<file path="src/hw/rtl/i2cmra_pkg.sv">
// types, constants and phase codes for the i2c master register access unit
package i2cmra_pkg;

  localparam logic [2:0] MODE_TICK       = 3'd0;
  localparam logic [2:0] MODE_BEGIN_WR   = 3'd1;
  localparam logic [2:0] MODE_BEGIN_RD   = 3'd2;
  localparam logic [2:0] MODE_NEXT_BYTE  = 3'd3;
  localparam logic [2:0] MODE_CLEAR_NACK = 3'd4;

  localparam logic [7:0] ADDR_WRITE_MASK = 8'hFE;
  localparam logic [7:0] ADDR_READ_BIT   = 8'h01;
  localparam logic [7:0] MSB_BIT         = 8'h80;

  localparam logic [3:0] PH_IDLE    = 4'd0;
  localparam logic [3:0] PH_START   = 4'd1;
  localparam logic [3:0] PH_ADDR_W  = 4'd2;
  localparam logic [3:0] PH_ACK_AW  = 4'd3;
  localparam logic [3:0] PH_REG     = 4'd4;
  localparam logic [3:0] PH_ACK_REG = 4'd5;
  localparam logic [3:0] PH_RSTART  = 4'd6;
  localparam logic [3:0] PH_ADDR_R  = 4'd7;
  localparam logic [3:0] PH_ACK_AR  = 4'd8;
  localparam logic [3:0] PH_RECV    = 4'd9;
  localparam logic [3:0] PH_SACK    = 4'd10;
  localparam logic [3:0] PH_WAIT    = 4'd11;
  localparam logic [3:0] PH_DATA    = 4'd12;
  localparam logic [3:0] PH_ACK_D   = 4'd13;
  localparam logic [3:0] PH_STOP    = 4'd14;

  localparam logic [2:0] SEQ_NONE  = 3'd0;
  localparam logic [2:0] SEQ_START = 3'd1;
  localparam logic [2:0] SEQ_STOP  = 3'd2;
  localparam logic [2:0] SEQ_SEND  = 3'd3;
  localparam logic [2:0] SEQ_RECV  = 3'd4;
  localparam logic [2:0] SEQ_ACK   = 3'd5;
  localparam logic [2:0] SEQ_SACK  = 3'd6;

  typedef struct packed {
    logic [2:0] mode;
    logic       sda_in;
    logic [7:0] device_address;
    logic [7:0] register_address;
    logic [7:0] byte_count;
    logic [7:0] write_byte;
  } cmd_t;

  typedef struct packed {
    logic       scl_out;
    logic       sda_out;
    logic [7:0] read_byte;
    logic       read_valid;
    logic       read_last;
    logic       want_byte;
    logic       busy_res;
    logic       done_res;
    logic       nack_error;
  } res_t;

endpackage

</file>
<file path="src/hw/rtl/i2c_master_register_access_unit.sv">
// i2c master register access unit: tick-driven open-drain register read and write
//
// channel | direction | payload
// cmd     | in        | i2cmra_pkg::cmd_t, one tick or one command per transaction
// res     | out       | i2cmra_pkg::res_t, one result per command transaction
//
// one transaction per cycle while cmd_ready is high; each result is registered
// sequencer state and pin levels update in the cycle a transaction is accepted
// a two-entry output stage (result register plus skid register) holds results
// while res_ready is low; cmd_ready drops once both entries are full and during reset
// rst is synchronous and returns the pins to released with the bus idle
module i2c_master_register_access_unit (
  input  logic             clk,
  input  logic             rst,
  input  logic             cmd_valid,
  output logic             cmd_ready,
  input  i2cmra_pkg::cmd_t cmd,
  output logic             res_valid,
  input  logic             res_ready,
  output i2cmra_pkg::res_t res
);
  import i2cmra_pkg::*;

  logic [3:0] phase, phase_next;
  logic [1:0] micro, micro_next;
  logic [2:0] bit_index, bit_index_next;
  logic [7:0] shift_data, shift_data_next;
  logic [7:0] bytes_left, bytes_left_next;
  logic [7:0] address_hold, address_hold_next;
  logic [7:0] register_hold, register_hold_next;
  logic       reading, reading_next;
  logic       nack_flag, nack_flag_next;
  logic       scl_level, scl_level_next;
  logic       sda_level, sda_level_next;
  logic [7:0] pending_byte, pending_byte_next;
  logic       pending_valid, pending_valid_next;

  logic [2:0] seq;
  logic       fin;
  logic       rvalid, rlast, done;
  logic [7:0] rbyte;
  logic [7:0] bytes_dec;
  res_t       result;
  res_t       skid;
  logic       skid_valid;
  logic       push, pop;

  assign bytes_dec = bytes_left - 8'd1;

  always_comb begin
    case (phase)
      PH_START, PH_RSTART: seq = SEQ_START;
      PH_STOP: seq = SEQ_STOP;
      PH_ADDR_W, PH_REG, PH_ADDR_R, PH_DATA: seq = SEQ_SEND;
      PH_RECV: seq = SEQ_RECV;
      PH_ACK_AW, PH_ACK_REG, PH_ACK_AR, PH_ACK_D: seq = SEQ_ACK;
      PH_SACK: seq = SEQ_SACK;
      default: seq = SEQ_NONE;
    endcase
  end

  always_comb begin
    phase_next         = phase;
    micro_next         = micro;
    bit_index_next     = bit_index;
    shift_data_next    = shift_data;
    bytes_left_next    = bytes_left;
    address_hold_next  = address_hold;
    register_hold_next = register_hold;
    reading_next       = reading;
    nack_flag_next     = nack_flag;
    scl_level_next     = scl_level;
    sda_level_next     = sda_level;
    pending_byte_next  = pending_byte;
    pending_valid_next = pending_valid;
    fin    = 1'b0;
    rvalid = 1'b0;
    rlast  = 1'b0;
    rbyte  = 8'd0;
    done   = 1'b0;

    case (cmd.mode)
      MODE_BEGIN_WR, MODE_BEGIN_RD: begin
        if (phase == PH_IDLE) begin
          address_hold_next  = cmd.device_address;
          register_hold_next = cmd.register_address;
          reading_next       = (cmd.mode == MODE_BEGIN_RD);
          if (cmd.mode == MODE_BEGIN_RD && cmd.byte_count == 8'd0) begin
            bytes_left_next = 8'd1;
          end else begin
            bytes_left_next = cmd.byte_count;
          end
          pending_byte_next  = cmd.write_byte;
          pending_valid_next = (cmd.mode == MODE_BEGIN_WR) && (cmd.byte_count != 8'd0);
          micro_next         = 2'd0;
          bit_index_next     = 3'd0;
          phase_next         = PH_START;
        end
      end
      MODE_NEXT_BYTE: begin
        if (phase != PH_IDLE && !reading) begin
          pending_byte_next  = cmd.write_byte;
          pending_valid_next = 1'b1;
        end
      end
      MODE_CLEAR_NACK: begin
        nack_flag_next = 1'b0;
      end
      MODE_TICK: begin
        // pin-level micro sequence of the current phase
        case (seq)
          SEQ_START, SEQ_STOP: begin
            case (micro)
              2'd0: begin
                sda_level_next = (seq == SEQ_START);
                micro_next = 2'd1;
              end
              2'd1: begin
                scl_level_next = 1'b1;
                micro_next = 2'd2;
              end
              default: begin
                sda_level_next = (seq == SEQ_STOP);
                micro_next = 2'd0;
                fin = 1'b1;
              end
            endcase
          end
          SEQ_SEND, SEQ_RECV: begin
            case (micro)
              2'd0: begin
                if (seq == SEQ_SEND) begin
                  scl_level_next = 1'b0;
                end else begin
                  sda_level_next  = 1'b1;
                  shift_data_next = 8'd0;
                end
                bit_index_next = 3'd0;
                micro_next = 2'd1;
              end
              2'd1: begin
                if (seq == SEQ_SEND) begin
                  sda_level_next = shift_data[3'd7 - bit_index];
                end else begin
                  scl_level_next = 1'b1;
                end
                micro_next = 2'd2;
              end
              2'd2: begin
                if (seq == SEQ_SEND) begin
                  scl_level_next = 1'b1;
                end else if (cmd.sda_in) begin
                  shift_data_next = shift_data | (MSB_BIT >> bit_index);
                end
                micro_next = 2'd3;
              end
              default: begin
                scl_level_next = 1'b0;
                if (bit_index == 3'd7) begin
                  micro_next = 2'd0;
                  fin = 1'b1;
                end else begin
                  bit_index_next = bit_index + 3'd1;
                  micro_next = 2'd1;
                end
              end
            endcase
          end
          SEQ_ACK: begin
            case (micro)
              2'd0: begin
                sda_level_next = 1'b1;
                micro_next = 2'd1;
              end
              2'd1: begin
                scl_level_next = 1'b1;
                micro_next = 2'd2;
              end
              2'd2: begin
                if (cmd.sda_in) begin
                  nack_flag_next = 1'b1;
                end
                micro_next = 2'd3;
              end
              default: begin
                scl_level_next = 1'b0;
                micro_next = 2'd0;
                fin = 1'b1;
              end
            endcase
          end
          SEQ_SACK: begin
            case (micro)
              2'd0: begin
                sda_level_next = (bytes_left == 8'd0);
                micro_next = 2'd1;
              end
              2'd1: begin
                scl_level_next = 1'b1;
                micro_next = 2'd2;
              end
              2'd2: begin
                scl_level_next = 1'b0;
                micro_next = 2'd3;
              end
              default: begin
                sda_level_next = 1'b1;
                micro_next = 2'd0;
                fin = 1'b1;
              end
            endcase
          end
          default: ;
        endcase

        // phase transitions
        case (phase)
          PH_IDLE: ;
          PH_START: begin
            if (fin) begin
              shift_data_next = address_hold & ADDR_WRITE_MASK;
              phase_next = PH_ADDR_W;
            end
          end
          PH_ADDR_W: if (fin) phase_next = PH_ACK_AW;
          PH_ACK_AW: begin
            if (fin) begin
              shift_data_next = register_hold;
              phase_next = PH_REG;
            end
          end
          PH_REG: if (fin) phase_next = PH_ACK_REG;
          PH_ACK_REG: begin
            if (fin) begin
              if (reading) begin
                phase_next = PH_RSTART;
              end else if (bytes_left == 8'd0) begin
                phase_next = PH_STOP;
              end else begin
                phase_next = PH_WAIT;
              end
            end
          end
          PH_RSTART: begin
            if (fin) begin
              shift_data_next = address_hold | ADDR_READ_BIT;
              phase_next = PH_ADDR_R;
            end
          end
          PH_ADDR_R: if (fin) phase_next = PH_ACK_AR;
          PH_ACK_AR: if (fin) phase_next = PH_RECV;
          PH_RECV: begin
            if (fin) begin
              bytes_left_next = bytes_dec;
              rvalid = 1'b1;
              rbyte  = shift_data;
              rlast  = (bytes_dec == 8'd0);
              phase_next = PH_SACK;
            end
          end
          PH_SACK: begin
            if (fin) begin
              phase_next = (bytes_left == 8'd0) ? PH_STOP : PH_RECV;
            end
          end
          PH_WAIT: begin
            if (pending_valid) begin
              shift_data_next    = pending_byte;
              pending_valid_next = 1'b0;
              bytes_left_next    = bytes_dec;
              phase_next         = PH_DATA;
              // first step of the byte send happens on this tick
              scl_level_next     = 1'b0;
              bit_index_next     = 3'd0;
              micro_next         = 2'd1;
            end
          end
          PH_DATA: if (fin) phase_next = PH_ACK_D;
          PH_ACK_D: begin
            if (fin) begin
              phase_next = (bytes_left == 8'd0) ? PH_STOP : PH_WAIT;
            end
          end
          PH_STOP: begin
            if (fin) begin
              done = 1'b1;
              phase_next = PH_IDLE;
              reading_next = 1'b0;
              pending_valid_next = 1'b0;
            end
          end
          default: begin
            phase_next = PH_IDLE;
            micro_next = 2'd0;
          end
        endcase
      end
      default: ;
    endcase
  end

  always_comb begin
    result.scl_out    = scl_level_next;
    result.sda_out    = sda_level_next;
    result.read_byte  = rbyte;
    result.read_valid = rvalid;
    result.read_last  = rlast;
    result.want_byte  = (phase_next == PH_WAIT) && !pending_valid_next;
    result.busy_res   = (phase_next != PH_IDLE);
    result.done_res   = done;
    result.nack_error = nack_flag_next;
  end

  assign cmd_ready = !rst && !skid_valid;
  assign push = cmd_valid && cmd_ready;
  assign pop  = res_valid && res_ready;

  always_ff @(posedge clk) begin
    if (rst) begin
      phase         <= PH_IDLE;
      micro         <= 2'd0;
      bit_index     <= 3'd0;
      shift_data    <= 8'd0;
      bytes_left    <= 8'd0;
      address_hold  <= 8'd0;
      register_hold <= 8'd0;
      reading       <= 1'b0;
      nack_flag     <= 1'b0;
      scl_level     <= 1'b1;
      sda_level     <= 1'b1;
      pending_byte  <= 8'd0;
      pending_valid <= 1'b0;
    end else if (push) begin
      phase         <= phase_next;
      micro         <= micro_next;
      bit_index     <= bit_index_next;
      shift_data    <= shift_data_next;
      bytes_left    <= bytes_left_next;
      address_hold  <= address_hold_next;
      register_hold <= register_hold_next;
      reading       <= reading_next;
      nack_flag     <= nack_flag_next;
      scl_level     <= scl_level_next;
      sda_level     <= sda_level_next;
      pending_byte  <= pending_byte_next;
      pending_valid <= pending_valid_next;
    end
  end

  // result register with skid entry
  always_ff @(posedge clk) begin
    if (rst) begin
      res_valid  <= 1'b0;
      skid_valid <= 1'b0;
    end else if (skid_valid) begin
      if (pop) begin
        skid_valid <= 1'b0;
      end
    end else if (push) begin
      if (res_valid && !res_ready) begin
        skid_valid <= 1'b1;
      end else begin
        res_valid <= 1'b1;
      end
    end else if (pop) begin
      res_valid <= 1'b0;
    end
  end

  always_ff @(posedge clk) begin
    if (skid_valid) begin
      if (pop) begin
        res <= skid;
      end
    end else if (push) begin
      if (res_valid && !res_ready) begin
        skid <= result;
      end else begin
        res <= result;
      end
    end
  end

  a_skid_behind_res: assert property (@(posedge clk) disable iff (rst)
    skid_valid |-> res_valid)
    else $error("skid entry held without a result in front");

  a_done_not_busy: assert property (@(posedge clk) disable iff (rst)
    res_valid && res.done_res |-> !res.busy_res)
    else $error("stop completed while still busy");

  a_read_while_busy: assert property (@(posedge clk) disable iff (rst)
    res_valid && res.read_valid |-> res.busy_res && !res.want_byte)
    else $error("received byte outside a read");

  a_stall_scl_low: assert property (@(posedge clk) disable iff (rst)
    res_valid && res.want_byte |-> !res.scl_out && res.busy_res)
    else $error("write stall with scl released");

endmodule

</file>
<file path="config.mk">
export PLATFORM = sky130hd
export DESIGN_NAME = i2c_master_register_access_unit
export DESIGN_NICKNAME = d
export VERILOG_FILES = /design/src/hw/rtl/i2cmra_pkg.sv /design/src/hw/rtl/i2c_master_register_access_unit.sv
export SDC_FILE = /design/constraint.sdc
export NUM_CORES = 1
export LEC_CHECK = 0
export BUFFER_PORTS_ARGS = -buffer_cell sky130_fd_sc_hd__clkbuf_2
export CAP_MARGIN = 20
export CORE_ASPECT_RATIO = 1.4
export CORE_MARGIN = 5
export CORE_UTILIZATION = 45
export CTS_CLUSTER_DIAMETER = 80
export CTS_CLUSTER_SIZE = 12
export DETAILED_ROUTE_END_ITERATION = 10
export PLACE_DENSITY = 0.7
export SKIP_LAST_GASP = 1
export SYNTH_ARGS = -nofsm -noshare
export SYNTH_HDL_FRONTEND = slang
export SYNTH_SLANG_ARGS = --single-unit
</file>
<file path="constraint.sdc">
create_clock -name clk -period 2.8 [get_ports clk]
set_input_delay 0.28 -clock clk [delete_from_list [all_inputs] [get_ports clk]]
set_output_delay 0.28 -clock clk [all_outputs]
set_load 0.02 [all_outputs]
</file>
# After elaboration in Yosys (flattened, before gate mapping)
# Memories as Yosys holds them, arrays and structs flattened. A register that Yosys moved wholly into a read port is not among the register bits.
# Index checks and enable logic that the tools add are counted.
[word_totals]
register_bits = 88
mem_bits_ro = 48
input_bits = 40
out_inout_bits = 18
wordCells = 242
memories = 1
[classes]
addsub = 3
magnitude_cmp = 1
n_eq_ne = 38
shift = 1
mux = 119
n_bitwise = 2
reduce_logical = 44
[mem_list]
columns = ["memory", "depth", "width", "rd", "rd_clocked_by_memory_dff", "write_ports", "line_no", "source"]
rows = [
  ["(no name shown)", 16, 3, 1, 1, 0, "i2c_master_register_access_unit.sv:51", "case (phase)"],
]
[ops]
columns = ["op", "n"]
rows = [
  ["$mux 8", 17],
  ["$mux 4", 18],
  ["$mux 16", 4],
  ["$pmux 8 s2", 4],
  ["$pmux 4 s15", 1],
  ["$mux 1", 42],
  ["$eq 4x4->1 const B", 8],
  ["$pmux 8 s4", 1],
  ["$logic_not 8->1", 3],
  ["$mux 3", 7],
  ["$pmux 2 s3", 3],
  ["$eq 4x3->1 const B", 4],
  ["$pmux 1 s2", 8],
  ["$eq 3x3->1 const B", 5],
  ["$reduce_and 3->1", 5],
  ["$reduce_or 14->1", 1],
  ["$reduce_or 2->1", 7],
  ["$eq 3x2->1 const B", 4],
  ["$ne 2x2->1 const B", 6],
  ["$pmux 2 s2", 3],
  ["$pmux 3 s2", 2],
  ["$pmux 1 s3", 3],
  ["$eq 4x2->1 const B", 2],
  ["$logic_and 1x1->1", 8],
  ["30 further kinds", 42],
]

# Longest topological paths before layout
# Gate-level depths: netlist (run 1).
[logic_depth]
depth_word = 13
mapped_depth = 13
depth_no_buf = 12

# Worst setup path after synthesis (run 1)
# No wires, ideal clock.
[synth_path]
path_kind = "reg2reg"
from = "reg micro[0]"
to = "reg seq[1] (netlist name)"
setup_time_ps = 121
t_arrival_ps = 2755
required_ps = 2679
path_slack_ps = -76
path_stages_with_launch = 12
path_buffers = 0
synth_period_minus_slack_ps = 2876
cell_sequence = "dfxtp_1 -> inv_1 -> ha_1 -> nor3_1 -> o21a_1 -> nor2_1 -> or4_1 -> a31oi_4 -> inv_1 -> ha_1 -> mux2i_1 -> mux2_2"
[synth_between]
elab_chain_len = 10
elab_cells_between_ends = 27
classes_between = "2 x eq/ne; 22 x mux; 3 x reduce/logical"
[synth_lines]
columns = ["element", "line_no", "source"]
rows = [
  ["from (decl)", "i2c_master_register_access_unit.sv:25", "logic [1:0] micro, micro_next;"],
  ["from (signal assigned)", "i2c_master_register_access_unit.sv:335", "micro <= micro_next;"],
  ["$eq 2x2->1 (tied with other cells)", "i2c_master_register_access_unit.sv:130, i2c_master_register_access_unit.sv:170, i2c_master_register_access_unit.sv:193", ""],
  ["$reduce_or 3->1 (no line) or $reduce_or 2->1 (tied branches)", "n/a", ""],
  ["$mux 1 (on tied branches)", "n/a", ""],
  ["$pmux 1 s3 (*)", "i2c_master_register_access_unit.sv:111", "case (seq)"],
  ["$mux 1 (*)", "i2c_master_register_access_unit.sv:82", "case (cmd.mode)"],
  ["$mux 4 (tied with other cells)", "i2c_master_register_access_unit.sv:285", "if (fin) begin"],
  ["$pmux 4 s15 (*)", "i2c_master_register_access_unit.sv:217", "case (phase)"],
  ["$pmux 4 s2 (*)", "i2c_master_register_access_unit.sv:82", ""],
  ["$mux 4 (no line) (*) (2 in series)", "n/a", ""],
]
# Every way passes the cells marked *; elsewhere a longest branch is shown, timed or not. The select of a mux whose other input is x is not followed.
# A chain may end at the register's enable or synchronous reset.

# Worst setup path in the final report (run 1)
[layout_path]
from = "reg micro[0]"
to = "reg seq[1] (netlist name)"
[layout_between]
elab_chain_len = 10
elab_cells_between_ends = 27
classes_between = "2 x eq/ne; 22 x mux; 3 x reduce/logical"
[layout_lines]
columns = ["element", "line_no"]
rows = [
  ["$eq 2x2->1 (tied with other cells)", "i2c_master_register_access_unit.sv:130, i2c_master_register_access_unit.sv:170, i2c_master_register_access_unit.sv:193"],
  ["$reduce_or 3->1 (no line) or $reduce_or 2->1 (tied branches)", "n/a"],
  ["$mux 1 (on tied branches)", "n/a"],
  ["$pmux 1 s3 (*)", "i2c_master_register_access_unit.sv:111"],
  ["$mux 1 (*)", "i2c_master_register_access_unit.sv:82"],
  ["$mux 4 (tied with other cells)", "i2c_master_register_access_unit.sv:285"],
  ["$pmux 4 s15 (*)", "i2c_master_register_access_unit.sv:217"],
  ["$pmux 4 s2 (*)", "i2c_master_register_access_unit.sv:82"],
  ["$mux 4 (no line) (*) (2 in series)", "n/a"],
]
# Marks and branches as above.

==> impl_metrics.tcl, run 1 <==
set metrics [dict create \
    drt-initial-drc-count 281 \
    seq_area_frac_synth 0.395 \
    crit_type "reg -> reg" \
    fp.dieH_um 139 \
    max_slew_margin 0.599 \
    cp_max_fo 5 \
    clk_pin_slew_ns 0.07 \
    hold_buffers 0 \
    power_per_cell_area_nw_per_um2 449 \
    min_period_ns 2.74 \
    synth_area_um2 5370 \
    cts_buffers 9 \
    post-route-util 0.568 \
    synth_edf_count 32 \
    routabilityCongestion 0.967 \
    worst_pin_slew_ns 0.586 \
    antenna_cells 0 \
    drc 0 \
    drtAntennaViolNets 0 \
    skew_ns 0.0122 \
    cts_tree "done" \
    yosysTopAreaCell "dfxtp_1" \
    timing.fmax_mhz 364 \
    syn_to_final_growth_pct 24.5 \
    peakVddDrop_v 0.000268 \
    routed_via_density 5.92 \
    via_count 5111 \
    grt.overflow.total 0 \
    floorplan.initialDensity 0.456 \
    post-dp-hpwl_mm 11.4 \
    cellLeakagePower_uw 0.00281 \
    grt_pass1_wl_mm 24.7 \
    syn_nets 662 \
    synthMostInstantiatedCell "nor2_1" \
    synthFlopType "dfxtp_1" \
    dieArea_um2 14200 \
    synth_top_area_share 0.216 \
    clock_latency_ns 0.35 \
    path_cells "ha_2 > and3_4 > a21boi_4 > nor2_4 > or4_4 > a31oi_4 > inv_1 > ha_1 > mux2i_1 > mux2_2" \
    end_kind "register" \
    post_drt_wl_per_cell_um 17.8 \
    io_pins 58 \
    synth_common_cells "75 x nor2_1, 58 x dfxtp_1, 50 x o21ai_0" \
    finalCritPeriodShare 0.980 \
    antenna_found_initial 0 \
    clock-sinks 90 \
    track_usage 0.216 \
    crit_slowest_cell "or4_4" \
    required_ns 3.03 \
    maxSlewViolCount 0 \
    setup_viol 0 \
    synth_area_per_cell_um2 8.86 \
    synth_cell_types 77 \
    rsz0062_at_grt "true" \
    cp.arrival_ns 2.98 \
    critPathLaunchType "register" \
    synth.top_cells.by_area "dfxtp_1 22%, edfxtp_1 18%, nor2_1 5.2%" \
    hold_path_class "in -> reg" \
    detail_route.first_pass.iterations 5 \
    finalWirelength_mm 15.4 \
    drive_above_1_share 0.291 \
    max_stage_delay_ns 0.56 \
    async_flop_share 0 \
    die_w_um 102 \
    fin_cells 864 \
    cts_root_buf "clkbuf_16" \
    outcome "finished clean" \
    hold_viol_final 0 \
    core-area_um2 11800 \
    hold-worst-slack_ns 0.167 \
    io_buffers 56 \
    yosysWarnings 0 \
    ys_ff_latch 90 \
    placementRows 47 \
    finalSetupTns_ns 0 \
    first_global_vias 5111 \
    maxCapViolations 0 \
    grt_max_degree 45 \
    nets 768 \
    syn_inst 606 \
    clockBufferDepth 2 \
    place_inst 843 \
    htreeDepth 3 \
]
state kept, by name (all words and copies together) (netlist names), 3 cells and up:
signal and flops:
res 16, skid 16, bytes_left 8, pending_byte 8, register_hold 8, shift_data 8
address_hold 7, phase 4, bit_index 3, seq 3
layout make-up:
type	instances	area [µm²]
fill	1101	5080
multi-input combinational	463	3150
sequential	90	2130
timing repair buffer	134	870
clock buffer	9	225
tap	147	184
clock inverter	7	67.6
inverter	14	55.1
per-stage QoR:
stage	power, µW	worst slack, ns	cell area, µm²
6_report	3000	0.0563	6680
5_1_grt	3110	-0.0153	6680
3_5_place_dp	1810	-0.0933	6230
3_3_place_gp	1800	0.0297	6230
4_1_cts	3000	0.0122	6540
2_1_floorplan	1670	0.00240	5380
cells by family after synthesis:
group | synth area share
flops | 0.395
simple gates | 0.198
compound gates | 0.234
xor+xnor | 0.00490
mux | 0.0909
buf+inv | 0.0392
fa+ha+maj | 0.0373
report_power, final:
| group | internal [µW] | switching (µW) |
|---|---|---|
| Sequential | 1390 | 31.0 |
| Clock | 626 | 569 |
| Combinational | 165 | 220 |
worst max-delay path, delay by kind of cell, from the launching register on:
| kind | cells | cell delay (ns) |
|---|---|---|
| simple gates | 3 | 0.86 |
| fa+ha+maj | 2 | 0.50 |
| compound gates | 2 | 0.46 |
| flops | 1 | 0.39 |
| mux | 2 | 0.32 |
| buf+inv | 1 | 0.09 |
routing by layer:
layer  vias to the layer above  GRT usage  share of wire
met1                      2452      0.264           0.40
met5                         -          0              0
met4                         0     0.0933          0.027
met2                       167      0.369           0.52
met3                        34     0.0366          0.049
li1                       2458          -              -
cell usage in the layout, fill, tap and decap left out, types with 14 or more instances in the layout:
cell type  count
dfxtp_1       56
clkbuf_2      56
edfxtp_1      32
and2_1        14
buf_4         77
o21ai_0       50
a21oi_1       45
mux2_2        18
nand2_1       45
nor2_1        74
mux2i_1       24
worst paths after layout:
path,from,end,slack [ns],cells after the start
worst min register to register,nack_flag,nack_flag,0.47,2
worst max register to register,micro[0],seq[1],0.06,10
worst max-delay path,micro[0],seq[1],0.06,10
worst min-delay path,cmd[26],address_hold[2],0.17,3
repair_timing:
| action | 4_1_cts | 5_1_grt |
|---|---|---|
| hold endpoints to repair | 0 | 0 |
| cloned | 0 | 0 |
| setup buffers | 0 | 5 |
| pin swaps | 0 | 9 |
| resized for setup | 5 | 26 |
| setup endpoints to repair | 3 | 6 |
No activity file was read; power rests on OpenSTA's default activity.
==> run 2, diff against run 1 <==
--- a/config.mk
+++ b/config.mk
@@ -14,6 +14,7 @@
 export CTS_CLUSTER_SIZE = 12
 export DETAILED_ROUTE_END_ITERATION = 10
 export PLACE_DENSITY = 0.7
+export RECOVER_POWER = 50
 export SKIP_LAST_GASP = 1
 export SYNTH_ARGS = -nofsm -noshare
 export SYNTH_HDL_FRONTEND = slang
==> run 2 against run 1 <==
Count of clock-buffer cells in the layout stayed put. Wire length rose by 0.26%. Die area stayed put.
==> impl_metrics.tcl, run 2 (same netlist as run 1, synthesis figures left out) <==
set metrics [dict create \
    routabilityCongestion 0.967 \
    hold_viol_final 0 \
    end_kind "register" \
    post_drt_wl_per_cell_um 17.9 \
    cp.arrival_ns 2.98 \
    clock-sinks 90 \
    antenna_cells 0 \
    floorplan.initialDensity 0.456 \
    finalWorstSetupSlack_ns 0.0578 \
    grt_max_degree 45 \
    setup_viol 0 \
    outcome "finished clean" \
    hold-worst-slack_ns 0.166 \
    clockBufferDepth 2 \
    placementRows 47 \
    cp_max_fo 5 \
    track_usage 0.216 \
    worst_pin_slew_ns 1.05 \
    post_dp_cell_area_um2 6230 \
    syn_to_final_growth_pct 23.8 \
    finalWirelength_mm 15.5 \
    drc 0 \
    maxSlewViolCount 0 \
    skew_ns 0.0118 \
    max_slew_margin 0.300 \
    die_w_um 102 \
    core-area_um2 11800 \
    post-route-util 0.565 \
    io_pins 58 \
    dieArea_um2 14200 \
    reg.largest.list "res: 16 flops, skid: 16 flops" \
    place_inst 843 \
    fin_cells 864 \
    cellLeakagePower_uw 0.00275 \
    peakVddDrop_v 0.000268 \
    cts_tree "done" \
    drive_above_1_share 0.262 \
    fp.dieH_um 139 \
    maxCapViolations 0 \
    first_global_vias 5111 \
    final_cell_area_um2 6650 \
    final_cell_mix "74 x nor2_1, 73 x buf_4, 56 x dfxtp_1" \
    cts_buffers 9 \
    timing.fmax_mhz 365 \
    io_buffers 56 \
    cts_root_buf "clkbuf_16" \
    drt-initial-drc-count 273 \
    nets 768 \
    power_per_cell_area_nw_per_um2 450 \
    finalCritPeriodShare 0.979 \
    htreeDepth 3 \
    via_count 5142 \
    grt_pass1_wl_mm 24.7 \
    hold_buffers 0 \
    required_ns 3.04 \
    grt.overflow.total 0 \
    post-dp-hpwl_mm 11.4 \
    clk_pin_slew_ns 0.07 \
    min_period_ns 2.74 \
    rsz0062_at_grt "true" \
    antenna_found_initial 0 \
    crit_type "reg -> reg" \
    hold_path_class "in -> reg" \
    routed_via_density 5.95 \
    critPathLaunchType "register" \
    detail_route.first_pass.iterations 5 \
    clock_latency_ns 0.35 \
    dpl_worst_slack_ns -0.0933 \
    drtAntennaViolNets 0 \
    layout_commonest_cell "nor2_1" \
]
[run 2: changes by cell type in the layout (fill, tap and decap cells not counted), sizes merged]
| cell | previous run | this run |
|---|---|---|
| buf | 78 | 74 |
| clkbuf | 65 | 69 |
[run 2: cell type report]
cell class | count | area, µm²
fillers | 1098 | 5120
multi-input cells | 463 | 3150
inverters | 14 | 55.1
well taps | 147 | 184
flip-flops and latches | 90 | 2130
clock buffers | 9 | 225
clock inverters | 7 | 67.6
repair buffers | 134 | 833
[run 2: critical path, cell delays in order (launching register included)]
cell and delay (ns):
dfxtp_4 0.39, ha_2 0.21, and3_4 0.21, a21boi_4 0.21, nor2_4 0.09, or4_4 0.56, a31oi_4 0.25, inv_1 0.09
ha_1 0.29, mux2i_1 0.06, mux2_2 0.26
[run 2: what timing repair did]
action,4_1_cts,5_1_grt
resized for setup,5,26
setup endpoints to repair,3,6
setup buffers,0,5
pin swaps,0,9
[run 2: power by group]
group	total, µW	leakage (µW)	switching [µW]	internal [µW]
Clock	1190	0.000142	567	626
Combinational	378	0.00183	220	159
Sequential	1420	0.000775	30.9	1390
[run 2: final timing paths]
kind	startpoint	end	slack, ns	cells past startpoint
setup reg to reg	micro[0]	seq[1]	0.06	10
setup / recovery	micro[0]	seq[1]	0.06	10
hold / removal	cmd[26]	address_hold[2]	0.17	3
hold reg to reg	nack_flag	nack_flag	0.46	2
[run 2: through the flow]
step | TNS [ns] | total power, µW
after CTS | 0 | 3000
final | 0 | 2990
after detailed placement | -0.157 | 1810
after global routing | -0.0225 | 3110
after floorplan | 0 | 1670
after global placement | 0 | 1800
[run 2: metal layers]
layer | track usage | share of wire | vias to the layer above
li1 | - | - | 2462
met1 | 0.264 | 0.40 | 2460
met2 | 0.369 | 0.52 | 177
met3 | 0.0366 | 0.051 | 43
met4 | 0.0933 | 0.030 | 0
met5 | 0 | 0 | -
